==> src/pss_pkg.sv <==
`default_nettype none
package pss_pkg;

	localparam int PAGE_DEPTH_DEF = 16;
	localparam int PAGE_COUNT_DEF = 8;

	localparam int ACTION_W    = 2;
	localparam int VALUE_W     = 32;
	localparam int INDEX_W     = 3;
	localparam int STATUS_W    = 2;
	localparam int AT_SIZE_W   = 5;
	localparam int TOTAL_W     = 8;
	localparam int PAGES_W     = 4;

	typedef enum logic [ACTION_W-1:0] {
		ACT_PUSH   = 2'd0,
		ACT_POP    = 2'd1,
		ACT_POP_AT = 2'd2,
		ACT_QUERY  = 2'd3
	} action_t;

	typedef enum logic [STATUS_W-1:0] {
		STATUS_OK    = 2'd0,
		STATUS_FULL  = 2'd1,
		STATUS_EMPTY = 2'd2,
		STATUS_RANGE = 2'd3
	} status_t;

	typedef enum logic [1:0] {
		ST_IDLE = 2'd0,
		ST_EXEC = 2'd1,
		ST_DONE = 2'd2
	} ctrl_state_t;

	typedef struct packed {
		logic capture;
		logic exec;
		logic load;
	} cmd_t;

endpackage
`default_nettype wire

==> src/pss_ctrl.sv <==
`default_nettype none
module pss_ctrl (
	input  wire logic           clk,
	input  wire logic           arst_n,
	input  wire logic           in_valid,
	output logic                in_ready,
	output logic                out_valid,
	input  wire logic           out_ready,
	output pss_pkg::cmd_t       cmd
);

	pss_pkg::ctrl_state_t state_q, state_d;
	logic                 out_valid_q;
	logic                 slot_free;

	assign slot_free = !out_valid_q || out_ready;
	assign out_valid = out_valid_q;

	always_ff @(posedge clk or negedge arst_n) begin
		if (!arst_n) begin
			state_q     <= pss_pkg::ST_IDLE;
			out_valid_q <= 1'b0;
		end else begin
			state_q <= state_d;
			if (cmd.load) begin
				out_valid_q <= 1'b1;
			end else if (out_ready) begin
				out_valid_q <= 1'b0;
			end
		end
	end

	always_comb begin
		state_d     = state_q;
		in_ready    = 1'b0;
		cmd         = '0;
		case (state_q)
			pss_pkg::ST_IDLE: begin
				in_ready = 1'b1;
				if (in_valid) begin
					cmd.capture = 1'b1;
					state_d     = pss_pkg::ST_EXEC;
				end
			end
			pss_pkg::ST_EXEC: begin
				cmd.exec = 1'b1;
				state_d  = pss_pkg::ST_DONE;
			end
			pss_pkg::ST_DONE: begin
				if (slot_free) begin
					cmd.load = 1'b1;
					in_ready = 1'b1;
					if (in_valid) begin
						cmd.capture = 1'b1;
						state_d     = pss_pkg::ST_EXEC;
					end else begin
						state_d = pss_pkg::ST_IDLE;
					end
				end
			end
			default: begin
				state_d = pss_pkg::ST_IDLE;
			end
		endcase
	end

endmodule
`default_nettype wire

==> config.mk <==
export PLATFORM = sky130hd
export DESIGN_NAME = pss_ctrl
export DESIGN_NICKNAME = d
export VERILOG_FILES = /design/src/pss_pkg.sv /design/src/pss_ctrl.sv
export SDC_FILE = /design/constraint.sdc
export NUM_CORES = 1
export LEC_CHECK = 0
export BUFFER_PORTS_ARGS = -buffer_cell sky130_fd_sc_hd__buf_2
export CAP_MARGIN = 20
export CORE_AREA = 2 2 39 41
export CTS_BUF_LIST = sky130_fd_sc_hd__clkbuf_4 sky130_fd_sc_hd__clkbuf_8
export DETAILED_ROUTE_END_ITERATION = 12
export DIE_AREA = 0 0 41 43
export GPL_TIMING_DRIVEN = 0
export PLACE_DENSITY_LB_ADDON = 0.3
export SLEW_MARGIN = 15
export SYNTH_ARGS = -nofsm -noshare
export SYNTH_HDL_FRONTEND = slang
export SYNTH_SLANG_ARGS = --single-unit
==> constraint.sdc <==
create_clock -name clk -period 1.4 [get_ports clk]
set_clock_uncertainty 0.2 [all_clocks]
set_input_delay 0.14 -clock clk [delete_from_list [all_inputs] [get_ports clk]]
set_output_delay 0.14 -clock clk [all_outputs]
set_load 0.03 [all_outputs]
After elaboration in Yosys (flattened, before gate mapping) --
Index checks and enable logic that the tools add are counted.
Word-level totals: word-level logic and storage cells 24, output and inout port bits 5, input port bits 4, flip-flop bits (word level) 3
Operators by class: reduce and logical (&&, ||, !) cells 5, multiplexer cells 13, equal/unequal tests 4
Operators with widths (number):
- $mux W1 | 8
- $pmux W2 S3 | 1
- $mux W2 | 2
- $ne A2 B2 Y1 const B | 2
- $pmux W1 S2 | 2
- $eq A2 B1 Y1 const B | 1
- $eq A2 B2 Y1 const B | 1
- $logic_not A2 Y1 | 1
- $reduce_and A2 Y1 | 1
- $reduce_bool A2 Y1 | 1
- $logic_not A1 Y1 | 1
- $logic_or A1 B1 Y1 | 1

Depth between registers and ports, before layout --
word-level depth 5, gate-level depth with buffers 2, gate-level depth less buffers 2

Least setup slack after synthesis --
OpenSTA, ideal clock, no wires.
path kind flip-flop to output port, from register out_valid_q, in the netlist out_valid, to output port cmd[2] (netlist bit), buffers on the path 0, cell stages (with the launch flop) 3, arrival time 1206 ps, required time 1060 ps, slack -146 ps, cell sequence dfrtp_1 > nor2b_2 > a21oi_1
RTL lines:
- start, declared | RTL line pss_ctrl.sv:13 | logic out_valid_q;
- start signal, assigned | RTL line pss_ctrl.sv:22 | out_valid_q <= 1'b0;
- start signal, assigned | RTL line pss_ctrl.sv:26 | out_valid_q <= 1'b1;
- start signal, assigned | RTL line pss_ctrl.sv:28 | out_valid_q <= 1'b0;
- end, declared | RTL line pss_ctrl.sv:9 | output pss_pkg::cmd_t cmd

==> metrics.md <==
| Metric | Value |
|---|---|
| Status | `finished with violations` |
| Failing checks | `hold timing` |
| CTS tree | `yes` |
| Data required, critical path | `1.06 ns` |
| Crit path from | `state_q[0]` |
| Wirelength per Cell | `9.651 µm` |
| Flops & latches, synth | `3` |
| Die height | `43 µm` |
| # setup viols final | `0` |
| P_int | `287.1 µW` |
| Wirelength, routed | `415 µm` |
| # IOs | `9` |
| Rows | `14` |
| Share of the synthesized area in the top cell type | `51.28%` |
| Ranking of synthesized cells by area | `dfrtp_1 51%, nand2b_1 13%, a21oi_1 10%` |
| Clock share of power | `40.6%` |
| Post-Synthesis Cells | `15` |
| GRT Overall Usage | `6.231%` |
| Initial core utilization | `10.58%` |
| Sw frac | `31.73%` |
| Critical path class | `reg -> out` |
| Diode count | `0` |
| Num CTS Buffers | `3` |
| Worst-Skew Late Latency | `0.23 ns` |
| Static leakage | `0.1425 nW` |
| DRT Pass-1 Iters | `2` |
| Max VDD drop | `0.0006208 V` |
| Critical Path AT | `1.06 ns` |
| Setup crit start kind | `flip-flop` |
| RSZ-0062 raised after global routing | `true` |
| GR Layer Usage met2 | `5.625%` |
| Via/cell ratio | `3.302` |
| Fin nets | `32` |
| Avg Synthesized Cell Area | `9.759 µm²` |
| Die Span X | `41 µm` |
| Syn nets | `19` |
| GRT overflow | `0` |
| Layout cell share with drive strength beyond 1 | `74.07%` |
| Crit path capture | `cmd[2]` |
| Slew Limit Fails | `0` |
| Placeable Area | `1384 µm²` |
| Setup TNS | `0 ns` |
| Antenna violations before repair | `0` |
| DR iter-0 viols | `5` |
| Sequential area share after synthesis | `51.28%` |
| Top cell type by total area after synthesis | `dfrtp_1` |
| Slew headroom | `87.92%` |
| R2R Path Start | `state_q[0]` |
| Largest net degree at the start of global routing | `6` |
| Fin crit share | `99.85%` |
| Flop pwr share | `27.9%` |
| Worst R2R Setup Slack | `0.38 ns` |
| Slew @ Worst Pin | `0.1807 ns` |
| DRT antenna net count | `0` |
| HP Class | `in -> reg` |
| Worst-case clock buffer depth | `2` |
| Routing usage on met1 | `7.419%` |
| First-pass GRT wire length | `627 µm` |
| Met3 Resource Use GR | `7.853%` |
| Synthesis-to-finish area growth | `110.3%` |
| Top Usage Layer GRT | `met3` |
| Crit path max fanout | `4` |
| DIE AREA | `1763 µm²` |
| Clock root cell | `clkbuf_4` |
| Hold Vio Cnt, Final | `1` |
| Total power | `420.5 µW` |
| Crit end category | `output pin` |
| Vias in the first global route | `142` |
| Estimated wirelength of the detail-placed design | `283.6 µm` |
| Vias post-DR | `142` |
| Distinct cells, synth | `9` |
| Psw | `133.4 µW` |
| Clock Sinks | `3` |
| CTS H-tree depth | `1` |
| R2r worst-path depth | `2` |
| Worst hold slack | `-0.03617 ns` |
| YS warnings | `0` |
| Setup Buffers After CTS | `0` |
| DRC | `0` |
| Hold Buf Count CTS | `1` |
| Layout Utilization | `22.24%` |
| Power density cells | `1366 nW/µm²` |
| Achievable Freq | `715.4 MHz` |
| # port buffers | `8` |
| Clock slew at reported path FFs | `0.04 ns` |
| Crit path time final | `1.398 ns` |
| Max-cap violations | `0` |
| RR Endpoint | `state_q[1]` |
| Routability cong. | `0.6687` |
| Comb power frac | `31.6%` |
| Netlist Area Pre-Place | `146.4 µm²` |
==> placed cells by master (no fill, tap or decap), drive strengths merged <==
cell,count
buf,8
nor2,1
nor2b,2
dlygate4sd3,1
clkbuf,4
a21oi,3
o21bai,1
dfrtp,3
nand2,1
nand2b,3
==> cells by family after synthesis <==
logic type | count (synthesis) | synth area share [%]
buffers and inverters | 1 | 5.130
AOI/OAI and AO/OA | 4 | 15.38
DFF | 3 | 51.28
and+or+nand+nor | 7 | 28.21
==> synthesized netlist by cell type, drive strengths merged <==
cell and n:
a21oi 3, buf 1, dfrtp 3, nand2 1
nand2b 3, nor2 1, nor2b 2, o21bai 1
==> flip-flops by register name (all words and copies together) (netlist names) <==
register   flops
state_q        2
out_valid      1
==> per-stage QoR <==
| stage | instance area (µm²) | hold WS, ns | instances | setup slack [ns] |
|---|---|---|---|---|
| after floorplan | 146.4 | -0.3556 | 15 | -0.1460 |
| after global placement | 206.4 | -0.2583 | 39 | 0.1485 |
| after detailed placement | 206.4 | -0.2560 | 39 | 0.1643 |
| after CTS | 272.8 | -0.05324 | 44 | -0.03329 |
| after global routing | 307.8 | -0.03937 | 43 | -0.04046 |
| final | 307.8 | -0.03617 | 43 | 0.002155 |
==> critical path, stage by stage (launching register included) <==
cell and delay, ns:
dfrtp_1 0.41, nand2b_4 0.16, a21oi_2 0.12, buf_6 0.14
==> power groups by stage <==
stage	logic, mW	clock network (mW)	registers [mW]
floorplan	0.0572	0	0.119
global placement	0.0951	0	0.111
detailed placement	0.0957	0	0.110
CTS	0.116	0.177	0.110
global route	0.141	0.189	0.119
finish	0.133	0.171	0.117
==> how the worst min path moves through the flow <==
stage               startpoint    endpoint  slack, ns  cells after the start
CTS                   in_valid  state_q[0]      -0.05                      3
floorplan               arst_n   out_valid      -0.36                      0
global route          in_valid  state_q[0]      -0.04                      3
global placement        arst_n   out_valid      -0.26                      1
detailed placement      arst_n   out_valid      -0.26                      1
finish                in_valid  state_q[0]      -0.04                      3
==> layer usage <==
| metal | share of wire, % | vias to the layer above |
|---|---|---|
| met3 | 17 | 0 |
| met2 | 37 | 12 |
| met4 | 0 | 0 |
| li1 | - | 71 |
| met1 | 46 | 59 |
| met5 | 0 | - |
==> timing repair <==
item / CTS / global route
pin swaps: 2 / 0
gates resized for setup: 7 / 11
endpoints found under the hold margin: 4 / 1
setup endpoints to repair: 4 / 4
cloned: 0 / 0
==> area by class of cell <==
cell class / count / area [µm²]
fillers: 147 / 1076
well taps: 16 / 20.02
clock buffers: 4 / 30.03
multi-input cells: 11 / 106.4
repair buffers: 9 / 75.07
flip-flops and latches: 3 / 76.32
Note: power is estimated with default switching activity, not from simulation.
